File: src/hw/rtl/mtws_divider.sv
// mtws_divider: restoring divider, one quotient bit per cycle, remainder only
// depends on mtws_pkg

module mtws_divider (
  input  logic        clk,
  input  logic        rst_n,
  input  logic        start,
  input  logic [31:0] dividend,
  input  logic [30:0] divisor,
  output logic        done,
  output logic [31:0] remainder
);

  logic [31:0] rem_r, rem_nxt;
  logic [31:0] quo_r, quo_nxt;
  logic [30:0] div_r;
  logic [5:0]  cnt_r, cnt_nxt;
  logic        busy_r, busy_nxt;
  logic [32:0] trial;

  assign trial = {rem_r, quo_r[31]} - {2'b0, div_r};

  always_comb begin
    rem_nxt  = rem_r;
    quo_nxt  = quo_r;
    cnt_nxt  = cnt_r;
    busy_nxt = busy_r;
    if (start) begin
      rem_nxt  = '0;
      quo_nxt  = dividend;
      cnt_nxt  = 6'd32;
      busy_nxt = 1'b1;
    end else if (busy_r) begin
      if (!trial[32]) begin
        rem_nxt = trial[31:0];
      end else begin
        rem_nxt = {rem_r[30:0], quo_r[31]};
      end
      quo_nxt = {quo_r[30:0], 1'b0};
      cnt_nxt = cnt_r - 6'd1;
      if (cnt_r == 6'd1) begin
        busy_nxt = 1'b0;
      end
    end
  end

  always_ff @(posedge clk) begin
    if (!rst_n) begin
      busy_r <= 1'b0;
      cnt_r  <= '0;
    end else begin
      busy_r <= busy_nxt;
      cnt_r  <= cnt_nxt;
    end
  end

  always_ff @(posedge clk) begin
    rem_r <= rem_nxt;
    quo_r <= quo_nxt;
    if (start) begin
      div_r <= divisor;
    end
  end

  assign done      = busy_r && (cnt_r == 6'd1);
  assign remainder = rem_nxt;

endmodule

File: config.mk
export PLATFORM = sky130hd
export DESIGN_NAME = mtws_divider
export DESIGN_NICKNAME = d
export VERILOG_FILES = /design/src/hw/rtl/mtws_divider.sv
export SDC_FILE = /design/constraint.sdc
export NUM_CORES = 1
export LEC_CHECK = 0
export BUFFER_PORTS_ARGS = -buffer_cell sky130_fd_sc_hd__clkbuf_2
export CAP_MARGIN = 40
export CORE_ASPECT_RATIO = 0.5
export CORE_MARGIN = 1
export CORE_UTILIZATION = 30
export DETAILED_ROUTE_END_ITERATION = 8
export GPL_ROUTABILITY_DRIVEN = 1
export PLACE_DENSITY = 0.52
export SLEW_MARGIN = 30
export SYNTH_ARGS = -nofsm -noshare
export SYNTH_HDL_FRONTEND = slang
export SYNTH_SLANG_ARGS = --single-unit
File: constraint.sdc
create_clock -name clk -period 4.4 [get_ports clk]
set_input_delay 0.88 -clock clk [delete_from_list [all_inputs] [get_ports clk]]
set_output_delay 0.88 -clock clk [all_outputs]
set_load 0.01 [all_outputs]
==> metrics <==
Leakage=3.169 nW; clock tree buffer depth=2; Routed WL=13.75 mm; list of most frequent post-synthesis cells=71 x nor2_1, 63 x edfxtp_1, 43 x inv_1; layout cells sized above 1=32.46%; initial core utilization=31.28%; portion of netlist area occupied by mux cells=10.16%; r2r endpoint=rem_r[20]; R2R depth=12; Post-Syn Instances=574; grt peak-use layer=met2; CP max stage cell=edfxtp_1; min cycle time layout=4391 ps; hold buffers post-CTS=0; grt ovf=0; post-synthesis compound-gate area fraction=15.52%; status=finished clean; number of H-tree levels=3; CP Data Arrival Time=3510 ps; die area=20140 sq um; Ys Warns=0; die height=100.8 um; Sink Count=102; WP buf/inv=3; Required @ worst endpoint=3520 ps; final antenna diode count=0; XOR/XNOR Fraction of Synth Area=4.632%; Setup-failing EPs final=0; FF/Latch Area=2674 sq um; Critical Path Fanout Max=4; critical path startpoint category=flip-flop; post-synthesis register bit count=102; CTS tree=done; multi-input combinational cell area=3159 sq um; Util after Layout=39.65%; worst rel slew slack=57.96%; net count after synthesis=674; largest net degree at the start of global routing=47; Iteration-0 DRC Markers=181; post-synthesis simple-gate area fraction=11.95%; RSZ-0062 raised after global routing=yes; top cells by area, synth=edfxtp_1 32%, dfxtp_1 13%, ha_1 7.0%, mux2_2 6.9%, nor2_1 4.5%; Setup CP Type=flip-flop to output port; setup slack, reg-to-reg=1290 ps; Fmax=227.8 MHz; cell chain of the critical path=inv_1 -> ha_1 -> nor2b_1 -> o2111ai_1 -> and4_1 -> nor3_1 -> o211ai_1 -> buf_4 -> o31ai_2 -> xor2_1 -> mux2i_1 -> a211oi_1 -> clkbuf_2; critical path endpoint=remainder[29]; Clk pin slew, worst setup/hold paths=70 ps; Worst VDD drop=0.2183 mV; I/O pin total=99; PortBufs=98; fill count=1922; count of final hold-check violations=0; Max Cap Viol=0; asr flop ratio synth=0%; initial antenna violation count=0; Avg WL per Cell=14.48 um; Synth Cell Area=5862 sq um; Clock Root Buffer=clkbuf_16; area share of the largest cell type after synthesis=32.27%; met2 Track Usage GR=22.81%; vias in the first global route=4608; post-route ant nets=0; Unique masters post-synth=61; met1 Track Usage GR=18.09%; Crit path depth=13; DRT Pass-1 Iters=4; prevailing post-synth register cell=edfxtp_1; Worst-Margin Slew=630.6 ps; max-slew violations=0; R2R Path Start=div_r[0]; Die Wd=199.7 um; first-pass GRT wire length=22.14 mm; clk_lat worst skew=360 ps; largest family of logic cells by synthesized area=compound AO/OA/AOI/OAI gates; CORE AREA=18740 sq um; met3 usage=4.583%; top cell type by total area after synthesis=edfxtp_1; Hold WC Path Type=flip-flop to flip-flop; Synth Area in Adders=7.385%; drt via density=4.825; P&R area growth vs syn=26.77%; P per Cell Area=407.4 nW/um^2; DP Wirelength=9.780 mm; Hold Path Depth=2; register area share after synthesis=45.59%; row count=35; delay-heaviest family, CP=compound AO/OA/AOI/OAI gates; CTS Buf Count=9; Mean Syn Cell Area=10.21 sq um; # DRC=0; Placer Congestion=0.8391; fin nets=785; via count=4579; sum of negative setup slack=0 ps; Period Utilization, post-route=99.79%; CP Capture Type=output port; number of synthesized flops with an enable pin=63; Slowest Stage Delay on Critical Path=400 ps; All-Layer GR Usage=14.06%; top-count cell post-synth=nor2_1; Setup Skew=10.62 ps; crit path from=div_r[1]
## worst min-delay path, stage by stage, from the launching register on
cell and delay (ps):
dfxtp_1 330, nor2_1 90, a211oi_1 50
## per-stage QoR
step / hold WS, ps / instance area (sq um) / worst slack (ps) / instances / power (mW)
5_1_grt: 530.0 / 7431 / -117.8 / 949 / 3.200
2_1_floorplan: 464.1 / 5862 / 657.7 / 574 / 1.757
3_5_place_dp: 485.3 / 6640 / 251.6 / 914 / 1.962
4_1_cts: 499.1 / 7333 / 4.914 / 945 / 3.040
6_report: 504.5 / 7431 / 9.285 / 949 / 3.027
3_3_place_gp: 482.0 / 6640 / 273.4 / 914 / 1.958
## worst min-delay path by stage
stage / from / end / slack (ps)
5_1_grt: cnt_r[1] / cnt_r[1] / 530
6_report: cnt_r[1] / cnt_r[1] / 500
3_5_place_dp: cnt_r[1] / cnt_r[1] / 490
4_1_cts: cnt_r[1] / cnt_r[1] / 500
3_3_place_gp: cnt_r[1] / cnt_r[1] / 480
2_1_floorplan: cnt_r[1] / cnt_r[1] / 460
## logic make-up (layout without fill, tap and decap cells)
logic type               Yosys count  in the layout
XOR/XNOR                          31             31
multiplexers                      55             55
flip-flops                       102            102
AND/OR/NAND/NOR                  148            148
buffers and inverters             67            182
adder cells (fa/ha/maj)           34             34
AO/OA/AOI/OAI                    137            138
## registers in the layout, indices dropped and copies added (netlist names)
name and flops:
div_r 31, quo_r 32, rem_r 32, busy_r 1, cnt_r 6
## cells in the final DEF, fill, tap and decap left out, types with 16 or more instances in the layout
cell      Yosys  final
nor2_1       71     70
inv_1        43     43
a21oi_1      39     37
clkbuf_2      0     86
nand2_1      24     24
edfxtp_1     63     63
ha_1         33     32
mux2_2       36     31
xnor2_1      16     16
dfxtp_1      39     38
a211oi_2      0     22
buf_4         2     20
## timing repair
item,in CTS,in global routing
cloned,5,0
endpoints found under the setup margin,32,32
pin swaps,6,15
resized for setup,30,38
buffers inserted,10,6
## where the power goes
| part | leakage (nW) | switching, mW | internal (mW) | total, mW |
|---|---|---|---|---|
| combinational | 2.06 | 0.500 | 0.455 | 0.955 |
| clock | 0.166 | 0.385 | 0.520 | 0.904 |
| sequential | 0.947 | 0.0543 | 1.11 | 1.17 |
| total | 3.17 | 0.939 | 2.09 | 3.03 |
## per-layer routing
layer | routed length [um] | vias to the layer above | part of all wire, %
li1 | - | 2305 | -
met1 | 6760 | 2189 | 49
met2 | 6164 | 71 | 45
met3 | 646 | 14 | 4.7
met4 | 175 | 0 | 1.3
met5 | 0 | - | 0
## cell type report
cell class                      count  area share, %
Clock buffer                       11          3.704
Clock inverter                      5         0.9261
Inverter                           43          2.172
Multi-Input combinational cell    406          42.52
Sequential cell                   102          35.98
Tap cell                          259          4.361
Timing Repair Buffer              123          10.34
No activity file was read; power rests on OpenSTA's default activity.
